$ cat src/design/ubt_pkg.sv
`timescale 1ns / 1ps

package ubt_pkg;

  // Default build parameters
  localparam int DATA_BITS_DEF  = 8;
  localparam int TIMER_BITS_DEF = 16;

  // Configuration port
  localparam int CFG_WIDTH      = 16;
  localparam int CFG_INDEX_W    = 1;
  localparam int BYTE_W         = 8;

  localparam logic [CFG_WIDTH-1:0] BIT_TICKS_RESET          = 16'd104;
  localparam logic [CFG_WIDTH-1:0] FIRST_SAMPLE_TICKS_RESET = 16'd143;

  typedef enum logic [CFG_INDEX_W-1:0] {
    REG_BIT_TICKS          = 1'b0,
    REG_FIRST_SAMPLE_TICKS = 1'b1
  } cfg_reg_t;

  // Per-tick transmitter outcome
  typedef struct packed {
    logic line;
    logic taken;
    logic ready;
  } tx_res_t;

  // Per-tick receiver outcome
  typedef struct packed {
    logic              valid;
    logic [BYTE_W-1:0] data;
  } rx_res_t;

endpackage

$ cat src/design/ubt_tx.sv
`timescale 1ns / 1ps

module ubt_tx #(
  parameter int DATA_BITS  = ubt_pkg::DATA_BITS_DEF,
  parameter int TIMER_BITS = ubt_pkg::TIMER_BITS_DEF
) (
  input  logic                        clk,
  input  logic                        rst,
  input  logic                        advance,
  input  logic [TIMER_BITS-1:0]       bit_load,
  input  logic                        tx_valid,
  input  logic [ubt_pkg::BYTE_W-1:0]  tx_byte,
  output ubt_pkg::tx_res_t            res
);

  localparam int PW = $clog2(DATA_BITS + 3);
  localparam int IW = $clog2(DATA_BITS);
  localparam logic [PW-1:0] PH_IDLE  = PW'(0);
  localparam logic [PW-1:0] PH_START = PW'(1);
  localparam logic [PW-1:0] PH_STOP  = PW'(DATA_BITS + 2);

  logic [PW-1:0]         phase, phase_next, phase_run;
  logic [TIMER_BITS-1:0] countdown, countdown_next;
  logic [DATA_BITS-1:0]  shift, shift_next;
  logic [PW-1:0]         data_idx;
  logic                  ready;
  logic                  taken;

  always_comb begin
    phase_run      = phase;
    countdown_next = countdown;
    shift_next     = shift;
    // finish the running bit period
    if (phase >= PH_START && phase <= PH_STOP) begin
      if (countdown == '0) begin
        if (phase == PH_STOP) begin
          phase_run = PH_IDLE;
        end else begin
          phase_run      = phase + PW'(1);
          countdown_next = bit_load;
        end
      end else begin
        countdown_next = countdown - TIMER_BITS'(1);
      end
    end else begin
      phase_run = PH_IDLE;
    end
    ready      = (phase_run == PH_IDLE);
    taken      = ready && tx_valid;
    phase_next = phase_run;
    if (taken) begin
      shift_next     = DATA_BITS'(tx_byte);
      phase_next     = PH_START;
      countdown_next = bit_load;
    end
    data_idx = phase_next - PW'(2);
    if (phase_next == PH_START) begin
      res.line = 1'b0;
    end else if (phase_next > PH_START && phase_next < PH_STOP) begin
      res.line = shift_next[data_idx[IW-1:0]];
    end else begin
      res.line = 1'b1;
    end
    res.taken = taken;
    res.ready = ready;
  end

  always_ff @(posedge clk) begin
    if (rst) begin
      phase     <= PH_IDLE;
      countdown <= '0;
    end else if (advance) begin
      phase     <= phase_next;
      countdown <= countdown_next;
    end
  end

  always_ff @(posedge clk) begin
    if (advance) begin
      shift <= shift_next;
    end
  end

endmodule

$ cat src/design/ubt_rx.sv
`timescale 1ns / 1ps

module ubt_rx #(
  parameter int DATA_BITS  = ubt_pkg::DATA_BITS_DEF,
  parameter int TIMER_BITS = ubt_pkg::TIMER_BITS_DEF
) (
  input  logic                  clk,
  input  logic                  rst,
  input  logic                  advance,
  input  logic [TIMER_BITS-1:0] bit_load,
  input  logic [TIMER_BITS-1:0] first_load,
  input  logic                  rx_line,
  output ubt_pkg::rx_res_t      res
);

  localparam int PW = $clog2(DATA_BITS + 2);
  localparam int IW = $clog2(DATA_BITS);
  localparam int HW = (DATA_BITS < ubt_pkg::BYTE_W) ? DATA_BITS : ubt_pkg::BYTE_W;
  localparam logic [PW-1:0] PH_HUNT = PW'(0);
  localparam logic [PW-1:0] PH_TAIL = PW'(DATA_BITS + 1);

  logic [PW-1:0]                phase, phase_next;
  logic [TIMER_BITS-1:0]        countdown, countdown_next;
  logic [DATA_BITS-1:0]         shift, shift_next;
  logic [ubt_pkg::BYTE_W-1:0]   held, held_next;
  logic [PW-1:0]                bit_idx;
  logic                         done;

  always_comb begin
    phase_next     = phase;
    countdown_next = countdown;
    shift_next     = shift;
    held_next      = held;
    done           = 1'b0;
    bit_idx        = phase - PW'(1);
    if (phase == PH_HUNT) begin
      if (!rx_line) begin
        phase_next     = PW'(1);
        shift_next     = '0;
        countdown_next = first_load;
      end
    end else if (phase < PH_TAIL) begin
      if (countdown == '0) begin
        shift_next[bit_idx[IW-1:0]] = rx_line;
        phase_next     = phase + PW'(1);
        countdown_next = bit_load;
      end else begin
        countdown_next = countdown - TIMER_BITS'(1);
      end
    end else if (phase == PH_TAIL) begin
      if (countdown == '0) begin
        done       = 1'b1;
        held_next  = ubt_pkg::BYTE_W'(shift[HW-1:0]);
        phase_next = PH_HUNT;
      end else begin
        countdown_next = countdown - TIMER_BITS'(1);
      end
    end else begin
      phase_next = PH_HUNT;
    end
    res.valid = done;
    res.data  = held_next;
  end

  always_ff @(posedge clk) begin
    if (rst) begin
      phase     <= PH_HUNT;
      countdown <= '0;
      held      <= '0;
    end else if (advance) begin
      phase     <= phase_next;
      countdown <= countdown_next;
      held      <= held_next;
    end
  end

  always_ff @(posedge clk) begin
    if (advance) begin
      shift <= shift_next;
    end
  end

endmodule

$ cat src/design/uart_bit_transceiver_unit.sv
`timescale 1ns / 1ps

// Channel   Direction  Handshake              Payload
// config    in         cfg_we                 cfg_index, cfg_data
// tick in   in         in_valid / in_stall    tx_valid, tx_byte, rx_line
// tick out  out        out_valid / out_stall  tx_line, tx_taken, tx_ready, rx_valid, rx_byte
//
// One timer tick is taken per cycle while no stall holds the input; its result appears
// in the output register on the next cycle and is held there while out_stall is high.
// The output register is the only buffer: a new tick is taken when it is empty or is
// being drained in the same cycle, so in_stall follows out_stall while a result waits.
// rst is synchronous: both engines return to idle/hunt, the held byte clears to zero and
// the bit period registers return to 104 and 143 ticks.

module uart_bit_transceiver_unit #(
  parameter int DATA_BITS  = ubt_pkg::DATA_BITS_DEF,
  parameter int TIMER_BITS = ubt_pkg::TIMER_BITS_DEF
) (
  input  logic                              clk,
  input  logic                              rst,
  // configuration writes
  input  logic                              cfg_we,
  input  logic [ubt_pkg::CFG_INDEX_W-1:0]   cfg_index,
  input  logic [ubt_pkg::CFG_WIDTH-1:0]     cfg_data,
  // tick input
  input  logic                              in_valid,
  output logic                              in_stall,
  input  logic                              tx_valid,
  input  logic [ubt_pkg::BYTE_W-1:0]        tx_byte,
  input  logic                              rx_line,
  // tick result
  output logic                              out_valid,
  input  logic                              out_stall,
  output logic                              tx_line,
  output logic                              tx_taken,
  output logic                              tx_ready,
  output logic                              rx_valid,
  output logic [ubt_pkg::BYTE_W-1:0]        rx_byte
);

  // width wide enough for both the register and the timer limit
  localparam int CW = (TIMER_BITS > ubt_pkg::CFG_WIDTH) ? TIMER_BITS : ubt_pkg::CFG_WIDTH;

  logic [ubt_pkg::CFG_WIDTH-1:0] bit_ticks;
  logic [ubt_pkg::CFG_WIDTH-1:0] first_sample_ticks;
  logic [TIMER_BITS-1:0]         bit_load;
  logic [TIMER_BITS-1:0]         first_load;
  logic                          advance;
  ubt_pkg::tx_res_t              tx_res;
  ubt_pkg::rx_res_t              rx_res;

  // Turn a period in ticks into a countdown reload: zero acts as one, anything above
  // the timer range saturates, then subtract one.
  function automatic logic [TIMER_BITS-1:0] reload(input logic [ubt_pkg::CFG_WIDTH-1:0] ticks);
    logic [CW-1:0] ext;
    logic [CW-1:0] lim;
    logic [CW-1:0] sat;
    ext = CW'(ticks);
    lim = CW'({TIMER_BITS{1'b1}});
    sat = (ext > lim) ? lim : ext;
    if (sat == '0) begin
      return '0;
    end
    return TIMER_BITS'(sat - CW'(1));
  endfunction

  assign bit_load   = reload(bit_ticks);
  assign first_load = reload(first_sample_ticks);

  // configuration registers
  always_ff @(posedge clk) begin
    if (rst) begin
      bit_ticks          <= ubt_pkg::BIT_TICKS_RESET;
      first_sample_ticks <= ubt_pkg::FIRST_SAMPLE_TICKS_RESET;
    end else if (cfg_we) begin
      unique case (ubt_pkg::cfg_reg_t'(cfg_index))
        ubt_pkg::REG_BIT_TICKS:          bit_ticks          <= cfg_data;
        ubt_pkg::REG_FIRST_SAMPLE_TICKS: first_sample_ticks <= cfg_data;
      endcase
    end
  end

  // take a tick whenever the result slot is free or draining this cycle
  assign in_stall = out_valid && out_stall;
  assign advance  = in_valid && !in_stall;

  ubt_tx #(
    .DATA_BITS  (DATA_BITS),
    .TIMER_BITS (TIMER_BITS)
  ) u_tx (
    .clk      (clk),
    .rst      (rst),
    .advance  (advance),
    .bit_load (bit_load),
    .tx_valid (tx_valid),
    .tx_byte  (tx_byte),
    .res      (tx_res)
  );

  ubt_rx #(
    .DATA_BITS  (DATA_BITS),
    .TIMER_BITS (TIMER_BITS)
  ) u_rx (
    .clk        (clk),
    .rst        (rst),
    .advance    (advance),
    .bit_load   (bit_load),
    .first_load (first_load),
    .rx_line    (rx_line),
    .res        (rx_res)
  );

  // result register: hold while stalled, load on every accepted tick
  always_ff @(posedge clk) begin
    if (rst) begin
      out_valid <= 1'b0;
    end else if (advance) begin
      out_valid <= 1'b1;
    end else if (!out_stall) begin
      out_valid <= 1'b0;
    end
  end

  always_ff @(posedge clk) begin
    if (advance) begin
      tx_line  <= tx_res.line;
      tx_taken <= tx_res.taken;
      tx_ready <= tx_res.ready;
      rx_valid <= rx_res.valid;
      rx_byte  <= rx_res.data;
    end
  end

endmodule

$ cat config.mk
export PLATFORM = sky130hd
export DESIGN_NAME = uart_bit_transceiver_unit
export DESIGN_NICKNAME = d
export VERILOG_FILES = /design/src/design/ubt_pkg.sv /design/src/design/ubt_tx.sv /design/src/design/ubt_rx.sv /design/src/design/uart_bit_transceiver_unit.sv
export SDC_FILE = /design/constraint.sdc
export NUM_CORES = 1
export LEC_CHECK = 0
export BUFFER_PORTS_ARGS = -buffer_cell sky130_fd_sc_hd__buf_4
export CORE_MARGIN = 2
export CORE_UTILIZATION = 51
export CTS_BUF_LIST = sky130_fd_sc_hd__clkbuf_4
export CTS_CLUSTER_DIAMETER = 150
export CTS_CLUSTER_SIZE = 14
export DETAILED_ROUTE_END_ITERATION = 10
export MAX_ROUTING_LAYER = met4
export PLACE_DENSITY = 0.8
export SKIP_CTS_REPAIR_TIMING = 1
export SLEW_MARGIN = 15
export SYNTH_ARGS = -nofsm -noshare
export SYNTH_HDL_FRONTEND = slang
export SYNTH_SLANG_ARGS = --single-unit
$ cat constraint.sdc
create_clock -name clk -period 4.84 [get_ports clk]
set_input_delay 0.968 -clock clk [delete_from_list [all_inputs] [get_ports clk]]
set_output_delay 0.968 -clock clk [all_outputs]
set_load 0.01 [all_outputs]
==> metrics.json, run 1 <==
{
  "pwr": {
    "p_leak_nw": 2.56,
    "power_density_nw_per_um2": 409,
    "vdd.ir_drop.worst_mv": 0.202
  },
  "sta": {
    "skew_ps": 27.7,
    "rsz0062_at_grt": "false",
    "report.final.hold_viol_count": 0,
    "top_achievable_clock_speed_ghz": 0.304,
    "final-setup-viol-count": 0,
    "worstMarginPinSlew_ps": 1070,
    "setup_tns_ps": 0,
    "shortest_period_the_worst_path_allows_ps": 3290,
    "layout_worst_path_cycle_share_pct": 68.0,
    "number_of_pins_with_negative_max_slew_slack_in_the_final_report": 0,
    "max-slew-margin-rel_pct": 28.4
  },
  "worst_setup_path": {
    "timing.critical_path.slowest_cell_delay_ps": 740,
    "worst_r2r_endpoint": "tx_line",
    "critPathArrivalTime_ps": 3580,
    "critical_path.startpoint_type": "register",
    "cp_slowest_cell": "sky130_fd_sc_hd__o21ai_1",
    "worstSetupPathType": "reg2reg",
    "r2r_cells": 9,
    "critical_path.reg2reg.startpoint": "u_tx.countdown[0]",
    "end_kind": "register",
    "critical-path-top-cell-by-count": "sky130_fd_sc_hd__mux2i_1",
    "r2r_setup_slack_ps": 1550,
    "worstPathCellList": "inv_1 > ha_1 > nor4b_2 > nand4_1 > o21ai_1 > mux2_2 > mux2i_1 > mux2i_1 > o211a_1",
    "timing.critical_path.fanout_max": 11,
    "worst_ep_required_time_ps": 5130
  },
  "global_routing": {
    "first_global_vias": 4996,
    "antenna_found_initial": 0,
    "grt_pass1_wl_um": 24100,
    "track_usage_pct": 23.2,
    "largest_net_degree_at_the_start_of_global_routing": 83,
    "global_route.overflow_total": 0
  },
  "min_path": {
    "hold_path_startpoint": "first_sample_ticks[5]",
    "hold_path_end": "first_sample_ticks[5]",
    "count_of_cells_along_the_worst_hold_path": 2,
    "worst_hold_path_type": "reg2reg"
  },
  "synth": {
    "post_synth_edffs": 28,
    "post_syn_area_per_cell_um2": 8.07,
    "synth.largest_area_cell": "sky130_fd_sc_hd__dfxtp_1",
    "ys_dominant_reg_cell": "sky130_fd_sc_hd__dfxtp_1",
    "synthesis.instances": 782,
    "synth_fp_nets": 821,
    "synthesis.yosys.warnings": 0,
    "netlist_top_cells_area": "sky130_fd_sc_hd__dfxtp_1, sky130_fd_sc_hd__edfxtp_1, sky130_fd_sc_hd__nand2_1, sky130_fd_sc_hd__nor2_1, sky130_fd_sc_hd__a21oi_1",
    "yosysTopAreaCellShare_pct": 25.7,
    "yosysUniqueCellTypes": 72,
    "netlist_top_cells_count": "sky130_fd_sc_hd__nand2_1, sky130_fd_sc_hd__nor2_1, sky130_fd_sc_hd__dfxtp_1, sky130_fd_sc_hd__a21oi_1, sky130_fd_sc_hd__clkbuf_1",
    "synth_async_sr_flop_share_pct": 0,
    "synth-seq-cells": 109,
    "yosysSeqAreaShare_pct": 39.0,
    "post_synth_instance_area_um2": 6310
  },
  "status": {
    "outcome": "finished, final reports clean"
  },
  "floorplanning": {
    "coreArea_um2": 12100,
    "floorplan.io_pins": 46,
    "die-area_um2": 13300,
    "floorplan.rows": 40,
    "dieHeight_um": 115,
    "die_x_um": 115,
    "start_util_pct": 52.3
  },
  "routing": {
    "postRouteAntennaNets": 0,
    "dr.first_iter.drc_count": 470,
    "routed_wl_um": 14400,
    "met3_length_um": 817,
    "num_vias": 5583,
    "top_layer_used": "met4",
    "route.detailed.vias_per_inst": 5.77,
    "detail_route.wl_per_cell_um": 14.9,
    "drc": 0,
    "route.met2.wl_um": 6370,
    "detail_route.wirelength.met1_um": 6880,
    "firstDrtPassIters": 5
  },
  "cells_and_area": {
    "areaGrowthSynthToFinish_pct": 8.35,
    "layout.core_utilization_pct": 56.7,
    "final_net_count": 834,
    "antenna-diode-count": 0,
    "finished_layout_cell_area_um2": 6840,
    "layout.cells.non_filler": 968,
    "layout-drive-gt1-share_pct": 11.0
  },
  "job": {
    "max_cap_check_violation_count": 0
  },
  "placement": {
    "gpl.final_weighted_congestion": 0.899,
    "io_buffers": 45,
    "dpl.hpwl_um": 10100,
    "placed_area_um2": 6690,
    "number_of_placed_instances_taps_included": 952
  },
  "clock_network": {
    "ctsLongestPathBuffers": 2,
    "path_clk_slew_ps": 170,
    "clock_latency_ps": 510,
    "ctsRootBufferMaster": "sky130_fd_sc_hd__clkbuf_4",
    "numCtsBuffers": 9,
    "clock-sinks": 109,
    "clock_tree_from_tritoncts": "built",
    "cts_h_tree_depth": 3
  }
}
[state kept, by name, summed over array words and instances, names as in the netlist]
signal / cells
bit_ticks: 16
first_sample_ticks: 16
u_rx.countdown: 16
u_tx.countdown: 16
rx_byte: 8
u_rx.held: 8
u_rx.shift: 8
u_tx.shift: 8
u_rx.phase: 4
u_tx.phase: 4
out_valid: 1
rx_valid: 1
tx_line: 1
tx_ready: 1
tx_taken: 1
[area by class of cell]
type,instances,area [um^2]
inverter,18,67.6
fill,1131,5230
tap,168,210
clock buffer,10,75.1
clock inverter,6,75.1
timing repair buffer,50,375
multi-input combinational,607,3570
sequential,109,2460
[through the flow]
stage / hold slack (ps) / setup WS, ps / power, mW
finish: 495 / 1550 / 2.79
global route: 516 / 1240 / 2.99
CTS: 497 / 1530 / 2.78
detailed placement: 477 / 1550 / 2.30
global placement: 468 / 1670 / 2.28
floorplan: 449 / 2090 / 2.06
[layout by cell type, fill, tap and decap left out, types with 14 or more instances in the layout]
cell	instances
sky130_fd_sc_hd__nor2_1	110
sky130_fd_sc_hd__nand2_1	110
sky130_fd_sc_hd__dfxtp_1	81
sky130_fd_sc_hd__a21oi_1	63
sky130_fd_sc_hd__buf_4	50
sky130_fd_sc_hd__nor3_1	36
sky130_fd_sc_hd__o21ai_0	30
sky130_fd_sc_hd__edfxtp_1	28
sky130_fd_sc_hd__a211oi_1	19
sky130_fd_sc_hd__inv_1	18
sky130_fd_sc_hd__xor2_1	18
sky130_fd_sc_hd__nand3_1	17
sky130_fd_sc_hd__xnor2_1	17
sky130_fd_sc_hd__nor4_1	15
sky130_fd_sc_hd__mux2i_1	14
[power by group]
part,switching [mW],total [mW],leakage (nW),internal [mW]
clock,0.327,0.495,0.0774,0.169
combinational,0.675,1.12,1.54,0.449
sequential,0.117,1.17,0.939,1.06
[worst max path at each step]
stage,from,to,slack [ps]
floorplan,u_tx.countdown[0],tx_line,2090
global placement,u_tx.countdown[0],tx_line,1670
detailed placement,u_tx.countdown[0],tx_line,1550
CTS,u_tx.countdown[0],tx_line,1530
global route,u_tx.countdown[0],tx_line,1240
finish,u_tx.countdown[0],tx_line,1550
[metal layers]
layer  global-route usage [%]  vias to the layer above
met5                        -                        -
met4                     7.63                        0
met3                     4.80                       25
met2                     34.4                      164
met1                     31.8                     2563
li1                         -                     2831
[cells by family (layout without fill, tap and decap cells)]
family / after synthesis / in the layout / synth area share (%)
XOR/XNOR: 35 / 35 / 4.86
buffers and inverters: 66 / 84 / 4.38
multiplexers: 29 / 29 / 4.90
AO/OA/AOI/OAI: 168 / 168 / 16.8
AND/OR/NAND/NOR: 367 / 367 / 28.5
adder cells (fa/ha/maj): 8 / 8 / 1.55
flip-flops: 109 / 109 / 39.0
[critical path: cells and delay by family (launching register included)]
kind                       cells  cell delay [ps]
muxes                          3              680
buffers and inverters          1               70
DFF                            1              350
adders and majority gates      1              220
AOI/OAI and AO/OA              2              950
and+or+nand+nor                2              790
Note: power is estimated with default switching activity, not from simulation.
==> inputs of run 2 (changes only) <==
==> constraint.sdc (replaced) <==
create_clock -name clk -period 3.1 [get_ports clk]
set_input_delay 0.62 -clock clk [delete_from_list [all_inputs] [get_ports clk]]
set_output_delay 0.62 -clock clk [all_outputs]
set_load 0.01 [all_outputs]
==> metrics.json, run 2 (same netlist as run 1, synthesis figures left out) <==
{
  "global_routing": {
    "grt_pass1_wl": {"value": 23900, "unit": "um", "change": "was 24100 um"},
    "global_route.overflow_total": {"value": 0, "change": "unchanged"},
    "largest_net_degree_at_the_start_of_global_routing": {"value": 63, "change": "was 83"},
    "track_usage": {"value": 23.0, "unit": "%", "change": "was 23.2%"},
    "antenna_found_initial": {"value": 0, "change": "unchanged"},
    "first_global_vias": {"value": 4997, "change": "was 4996"}
  },
  "worst_setup_path": {
    "worstSetupPathType": {"value": "reg2reg", "change": "unchanged"},
    "cp_slowest_cell": {"value": "sky130_fd_sc_hd__and4_1", "change": "was sky130_fd_sc_hd__o21ai_1"},
    "worstPathCellList": {"value": "inv_1 > ha_1 > nor4b_2 > and4_1 > mux2i_1 > nor3b_1 > or3b_1 > a211o_1 > o211a_1", "change": "was inv_1 > ha_1 > nor4b_2 > nand4_1 > o21ai_1 > mux2_2 > mux2i_1 > mux2i_1 > o211a_1"},
    "timing.critical_path.slowest_cell_delay": {"value": 410, "unit": "ps", "change": "was 740 ps"},
    "critical-path-top-delay-family": {"value": "simple AND/OR/NAND/NOR gates", "change": "was compound AO/OA/AOI/OAI gates"},
    "worst_ep_required_time": {"value": 3360, "unit": "ps", "change": "was 5130 ps"},
    "critical_path.startpoint_type": {"value": "register", "change": "unchanged"},
    "critical_path.n_buffers_inverters": {"value": 1, "change": "unchanged"},
    "end_kind": {"value": "register", "change": "unchanged"},
    "timing.critical_path.fanout_max": {"value": 6, "change": "was 11"},
    "critPathArrivalTime": {"value": 3090, "unit": "ps", "change": "was 3580 ps"}
  },
  "pwr": {
    "p_leak": {"value": 2.64, "unit": "nW", "change": "was 2.56 nW"},
    "power_density": {"value": 628, "unit": "nW/um^2", "change": "was 409 nW/um^2"},
    "vdd.ir_drop.worst": {"value": 0.313, "unit": "mV", "change": "was 0.202 mV"}
  },
  "min_path": {
    "worst_hold_path_type": {"value": "in2reg", "change": "was reg2reg"}
  },
  "clock_network": {
    "clock_tree_from_tritoncts": {"value": "built", "change": "unchanged"},
    "clock-sinks": {"value": 109, "change": "unchanged"},
    "clock_latency": {"value": 490, "unit": "ps", "change": "was 510 ps"},
    "ctsLongestPathBuffers": {"value": 2, "change": "unchanged"},
    "numCtsBuffers": {"value": 9, "change": "unchanged"},
    "ctsRootBufferMaster": {"value": "sky130_fd_sc_hd__clkbuf_4", "change": "unchanged"},
    "path_clk_slew": {"value": 180, "unit": "ps", "change": "was 170 ps"},
    "cts_h_tree_depth": {"value": 3, "change": "unchanged"}
  },
  "floorplanning": {
    "die_x": {"value": 115, "unit": "um", "change": "unchanged"},
    "dieHeight": {"value": 115, "unit": "um", "change": "unchanged"},
    "floorplan.rows": {"value": 40, "change": "unchanged"},
    "die-area": {"value": 13300, "unit": "um^2", "change": "unchanged"},
    "coreArea": {"value": 12100, "unit": "um^2", "change": "unchanged"},
    "floorplan.io_pins": {"value": 46, "change": "unchanged"},
    "start_util": {"value": 52.3, "unit": "%", "change": "unchanged"}
  },
  "sta": {
    "report.final.hold_viol_count": {"value": 0, "change": "unchanged"},
    "shortest_period_the_worst_path_allows": {"value": 2830, "unit": "ps", "change": "was 3290 ps"},
    "max-slew-margin-rel": {"value": 36.1, "unit": "%", "change": "was 28.4%"},
    "skew": {"value": 21.2, "unit": "ps", "change": "was 27.7 ps"},
    "top_achievable_clock_speed": {"value": 0.354, "unit": "GHz", "change": "was 0.304 GHz"},
    "layout_worst_path_cycle_share": {"value": 91.2, "unit": "%", "change": "was 68.0%"},
    "rsz0062_at_grt": {"value": "false", "change": "unchanged"},
    "setup_tns": {"value": 0, "unit": "ps", "change": "unchanged"},
    "hold_ws": {"value": 346, "unit": "ps", "change": "was 495 ps"},
    "number_of_pins_with_negative_max_slew_slack_in_the_final_report": {"value": 0, "change": "unchanged"},
    "final-setup-viol-count": {"value": 0, "change": "unchanged"},
    "worstMarginPinSlew": {"value": 957, "unit": "ps", "change": "was 1070 ps"}
  },
  "cells_and_area": {
    "antenna-diode-count": {"value": 0, "change": "unchanged"},
    "most-common-layout-cells": {"value": "sky130_fd_sc_hd__nor2_1, sky130_fd_sc_hd__nand2_1, sky130_fd_sc_hd__dfxtp_1", "change": "unchanged"},
    "layout-drive-gt1-share": {"value": 13.1, "unit": "%", "change": "was 11.0%"},
    "layout.core_utilization": {"value": 57.6, "unit": "%", "change": "was 56.7%"},
    "layout.cells.non_filler": {"value": 987, "change": "was 968"},
    "final_net_count": {"value": 853, "change": "was 834"},
    "areaGrowthSynthToFinish": {"value": 10.2, "unit": "%", "change": "was 8.35%"}
  },
  "routing": {
    "routed_wl": {"value": 14400, "unit": "um", "change": "about the same"},
    "detail_route.wl_per_cell": {"value": 14.6, "unit": "um", "change": "was 14.9 um"},
    "detail_route.wirelength.met1": {"value": 6880, "unit": "um", "change": "unchanged"},
    "firstDrtPassIters": {"value": 5, "change": "unchanged"},
    "drc": {"value": 0, "change": "unchanged"},
    "route.detailed.vias_per_inst": {"value": 5.72, "change": "was 5.77"},
    "dr.first_iter.drc_count": {"value": 458, "change": "was 470"},
    "num_vias": {"value": 5649, "change": "was 5583"},
    "met3_length": {"value": 679, "unit": "um", "change": "was 817 um"},
    "top_layer_used": {"value": "met4", "change": "unchanged"},
    "postRouteAntennaNets": {"value": 0, "change": "unchanged"},
    "route.met2.wl": {"value": 6590, "unit": "um", "change": "was 6370 um"}
  },
  "placement": {
    "dpl.hpwl": {"value": 10400, "unit": "um", "change": "was 10100 um"},
    "io_buffers": {"value": 45, "change": "unchanged"},
    "number_of_placed_instances_taps_included": {"value": 971, "change": "was 952"},
    "gpl.final_weighted_congestion": {"value": 0.897, "change": "was 0.899"}
  },
  "status": {
    "outcome": {"value": "finished, final reports clean", "change": "unchanged"}
  },
  "job": {
    "max_cap_check_violation_count": {"value": 0, "change": "unchanged"}
  }
}
[run 2: cell types whose count changed in the layout (fill, tap and decap cells not counted)]
cell	delta
sky130_fd_sc_hd__bufinv_16	-1
sky130_fd_sc_hd__inv_8	+1
sky130_fd_sc_hd__clkinv_8	-1
sky130_fd_sc_hd__inv_4	+1
sky130_fd_sc_hd__clkinv_4	-1
sky130_fd_sc_hd__clkinvlp_4	+1
sky130_fd_sc_hd__buf_4	+19
sky130_fd_sc_hd__clkbuf_4	-1
sky130_fd_sc_hd__inv_6	+1
[run 2: cell type report]
| cell class | count | area, um^2 |
|---|---|---|
| inverter | 18 | 67.6 |
| clock inverter | 7 | 53.8 |
| sequential | 109 | 2460 |
| multi-input combinational | 607 | 3570 |
| tap | 168 | 210 |
| fill | 1094 | 5110 |
| timing repair buffer | 69 | 518 |
| clock buffer | 9 | 67.6 |
[run 2: path summary, 6_finish.rpt]
| check | from | to | slack, ps | cells after the start |
|---|---|---|---|---|
| worst max-delay path | u_tx.countdown[0] | tx_line | 270 | 9 |
| worst min-delay path | in_valid | out_valid | 350 | 3 |
| worst max register to register | u_tx.countdown[0] | tx_line | 270 | 9 |
| worst min register to register | first_sample_ticks[5] | first_sample_ticks[5] | 490 | 2 |
[run 2: stage by stage]
step                power, mW  instance area, um^2  worst slack (ps)
floorplan                3.22                 6310               347
global placement         3.65                 6830               394
detailed placement       3.68                 6830               287
CTS                      4.35                 6950               258
global route             4.66                 6950               110
finish                   4.37                 6950               273
[run 2: routing by layer]
| layer | vias up | GRT usage (%) |
|---|---|---|
| met3 | 23 | 3.90 |
| met4 | 0 | 6.99 |
| met2 | 177 | 34.7 |
| met1 | 2589 | 31.6 |
| met5 | - | - |
| li1 | 2860 | - |
[run 2: report_power, final]
| part | total, mW | leakage [nW] | switching, mW | internal, mW |
|---|---|---|---|---|
| sequential | 1.82 | 0.939 | 0.171 | 1.65 |
| combinational | 1.87 | 1.64 | 1.09 | 0.778 |
| clock | 0.678 | 0.0628 | 0.504 | 0.174 |
[run 2: worst reg2reg max path: stages, from the launching register on]
cell and delay (ps):
sky130_fd_sc_hd__dfxtp_1 360, sky130_fd_sc_hd__inv_1 70, sky130_fd_sc_hd__ha_1 230, sky130_fd_sc_hd__nor4b_2 350, sky130_fd_sc_hd__and4_1 410, sky130_fd_sc_hd__mux2i_1 360, sky130_fd_sc_hd__nor3b_1 80, sky130_fd_sc_hd__or3b_1 360
sky130_fd_sc_hd__a211o_1 270, sky130_fd_sc_hd__o211a_1 110
==> inputs of run 3 (changes only) <==
--- a/config.mk
+++ b/config.mk
@@ -5,7 +5,7 @@
 export SDC_FILE = /design/constraint.sdc
 export NUM_CORES = 1
 export LEC_CHECK = 0
-export BUFFER_PORTS_ARGS = -buffer_cell sky130_fd_sc_hd__buf_4
+export BUFFER_PORTS_ARGS = -buffer_cell sky130_fd_sc_hd__buf_2
 export CORE_MARGIN = 2
 export CORE_UTILIZATION = 51
 export CTS_BUF_LIST = sky130_fd_sc_hd__clkbuf_4
==> metrics.json, run 3 (same netlist as run 1, synthesis figures left out) <==
{
  "placement": {
    "number_of_placed_instances_taps_included": {"value": 974, "change": "was 971"},
    "dpl.hpwl": {"value": 10400, "unit": "um", "change": "about the same"},
    "gpl.final_weighted_congestion": {"value": 0.846, "change": "was 0.897"},
    "io_buffers": {"value": 45, "change": "unchanged"}
  },
  "cells_and_area": {
    "antenna-diode-count": {"value": 0, "change": "unchanged"},
    "areaGrowthSynthToFinish": {"value": 8.89, "unit": "%", "change": "was 10.2%"},
    "layout.cells.non_filler": {"value": 990, "change": "was 987"},
    "layout-drive-gt1-share": {"value": 13.4, "unit": "%", "change": "was 13.1%"},
    "final_net_count": {"value": 856, "change": "was 853"},
    "most-common-layout-cells": {"value": "sky130_fd_sc_hd__nor2_1, sky130_fd_sc_hd__nand2_1, sky130_fd_sc_hd__dfxtp_1", "change": "unchanged"}
  },
  "worst_setup_path": {
    "critPathArrivalTime": {"value": 3050, "unit": "ps", "change": "was 3090 ps"},
    "worstPathCellList": {"value": "inv_1 > ha_1 > or4b_4 > nor4b_4 > nand4_1 > and4_1 > or3b_1 > a211o_1 > o211a_1", "change": "was inv_1 > ha_1 > nor4b_2 > and4_1 > mux2i_1 > nor3b_1 > or3b_1 > a211o_1 > o211a_1"},
    "worstSetupPathType": {"value": "reg2reg", "change": "unchanged"},
    "cp_slowest_cell": {"value": "sky130_fd_sc_hd__or4b_4", "change": "was sky130_fd_sc_hd__and4_1"},
    "critical_path.startpoint_type": {"value": "register", "change": "unchanged"},
    "r2r_cells": {"value": 9, "change": "unchanged"},
    "end_kind": {"value": "register", "change": "unchanged"},
    "timing.critical_path.slowest_cell_delay": {"value": 500, "unit": "ps", "change": "was 410 ps"},
    "timing.critical_path.fanout_max": {"value": 5, "change": "was 6"},
    "worst_ep_required_time": {"value": 3360, "unit": "ps", "change": "about the same"}
  },
  "sta": {
    "final-setup-viol-count": {"value": 0, "change": "unchanged"},
    "number_of_pins_with_negative_max_slew_slack_in_the_final_report": {"value": 0, "change": "unchanged"},
    "rsz0062_at_grt": {"value": "false", "change": "unchanged"},
    "worstMarginPinSlew": {"value": 975, "unit": "ps", "change": "was 957 ps"},
    "setup_tns": {"value": 0, "unit": "ps", "change": "unchanged"},
    "max-slew-margin-rel": {"value": 34.8, "unit": "%", "change": "was 36.1%"},
    "shortest_period_the_worst_path_allows": {"value": 2790, "unit": "ps", "change": "was 2830 ps"},
    "skew": {"value": 20.7, "unit": "ps", "change": "was 21.2 ps"},
    "report.final.hold_viol_count": {"value": 0, "change": "unchanged"},
    "top_achievable_clock_speed": {"value": 0.359, "unit": "GHz", "change": "was 0.354 GHz"},
    "layout_worst_path_cycle_share": {"value": 90.0, "unit": "%", "change": "was 91.2%"}
  },
  "routing": {
    "dr.first_iter.drc_count": {"value": 407, "change": "was 458"},
    "postRouteAntennaNets": {"value": 0, "change": "unchanged"},
    "routed_wl": {"value": 14600, "unit": "um", "change": "was 14400 um"},
    "num_vias": {"value": 5674, "change": "was 5649"},
    "firstDrtPassIters": {"value": 6, "change": "was 5"},
    "drc": {"value": 0, "change": "unchanged"},
    "detail_route.wl_per_cell": {"value": 14.7, "unit": "um", "change": "was 14.6 um"},
    "route.detailed.vias_per_inst": {"value": 5.73, "change": "was 5.72"}
  },
  "clock_network": {
    "ctsLongestPathBuffers": {"value": 2, "change": "unchanged"},
    "numCtsBuffers": {"value": 9, "change": "unchanged"},
    "path_clk_slew": {"value": 170, "unit": "ps", "change": "was 180 ps"},
    "ctsRootBufferMaster": {"value": "sky130_fd_sc_hd__clkbuf_4", "change": "unchanged"},
    "clock-sinks": {"value": 109, "change": "unchanged"},
    "clock_tree_from_tritoncts": {"value": "built", "change": "unchanged"},
    "cts_h_tree_depth": {"value": 3, "change": "unchanged"},
    "clock_latency": {"value": 480, "unit": "ps", "change": "was 490 ps"}
  },
  "floorplanning": {
    "die_x": {"value": 115, "unit": "um", "change": "unchanged"},
    "floorplan.io_pins": {"value": 46, "change": "unchanged"},
    "die-area": {"value": 13300, "unit": "um^2", "change": "unchanged"},
    "floorplan.rows": {"value": 40, "change": "unchanged"},
    "start_util": {"value": 52.3, "unit": "%", "change": "unchanged"},
    "coreArea": {"value": 12100, "unit": "um^2", "change": "unchanged"},
    "dieHeight": {"value": 115, "unit": "um", "change": "unchanged"}
  },
  "global_routing": {
    "global_route.overflow_total": {"value": 0, "change": "unchanged"},
    "grt_pass1_wl": {"value": 24100, "unit": "um", "change": "was 23900 um"},
    "antenna_found_initial": {"value": 0, "change": "unchanged"},
    "largest_net_degree_at_the_start_of_global_routing": {"value": 61, "change": "was 63"},
    "first_global_vias": {"value": 5210, "change": "was 4997"},
    "track_usage": {"value": 23.2, "unit": "%", "change": "was 23.0%"}
  },
  "min_path": {
    "count_of_cells_along_the_worst_hold_path": {"value": 3, "change": "unchanged"},
    "worst_hold_path_type": {"value": "in2reg", "change": "unchanged"}
  },
  "status": {
    "outcome": {"value": "finished, final reports clean", "change": "unchanged"}
  },
  "pwr": {
    "power_density": {"value": 637, "unit": "nW/um^2", "change": "was 628 nW/um^2"},
    "vdd.ir_drop.worst": {"value": 0.326, "unit": "mV", "change": "was 0.313 mV"},
    "p_total": {"value": 4.38, "unit": "mW", "change": "was 4.37 mW"},
    "p_leak": {"value": 2.62, "unit": "nW", "change": "was 2.64 nW"}
  },
  "job": {
    "max_cap_check_violation_count": {"value": 0, "change": "unchanged"}
  }
}
==> run 3: worst max-delay path: cells and delay by family (launching register included) <==
| kind | cells | cell delay, ps |
|---|---|---|
| AND/OR/NAND/NOR | 5 | 1540 |
| flip-flops | 1 | 360 |
| AO/OA/AOI/OAI | 2 | 350 |
| adder cells (fa/ha/maj) | 1 | 230 |
| buffers and inverters | 1 | 80 |
==> run 3: path summary, 6_finish.rpt <==
kind                           from           endpoint  slack (ps)
hold / removal             in_valid          out_valid         360
hold reg to reg   u_tx.countdown[0]  u_tx.countdown[0]         500
setup reg to reg  u_tx.countdown[0]            tx_line         310
setup / recovery  u_tx.countdown[0]            tx_line         310
==> run 3: metal layers <==
| layer | share of wire [%] | up-vias | track usage [%] |
|---|---|---|---|
| met1 | 47 | 2577 | 31.6 |
| met2 | 44 | 197 | 34.9 |
| met4 | 2.1 | 0 | 7.47 |
| met3 | 6.2 | 22 | 4.48 |
| li1 | - | 2878 | - |
| met5 | 0 | - | - |
==> run 3: layout make-up <==
type                            count  area, um^2
Clock buffer                       11        82.6
Clock inverter                      5        36.3
Fill cell                        1112        5190
Inverter                           18        67.6
Multi-Input combinational cell    607        3570
Sequential cell                   109        2460
Tap cell                          168         210
Timing Repair Buffer               72         440
==> run 3: metrics by stage <==
stage | hold slack (ps) | worst slack (ps) | area, um^2 | utilization (%)
finish | 364 | 311 | 6870 | 57.0
global route | 339 | 169 | 6870 | 57.0
CTS | 336 | 323 | 6870 | 57.0
detailed placement | 478 | 336 | 6750 | 56.0
global placement | 470 | 397 | 6750 | 56.0
floorplan | 449 | 347 | 6310 | -
==> run 3: where the power goes <==
part | internal, mW | switching [mW] | total (mW)
sequential | 1.65 | 0.158 | 1.81
clock | 0.188 | 0.475 | 0.664
combinational | 0.793 | 1.11 | 1.91
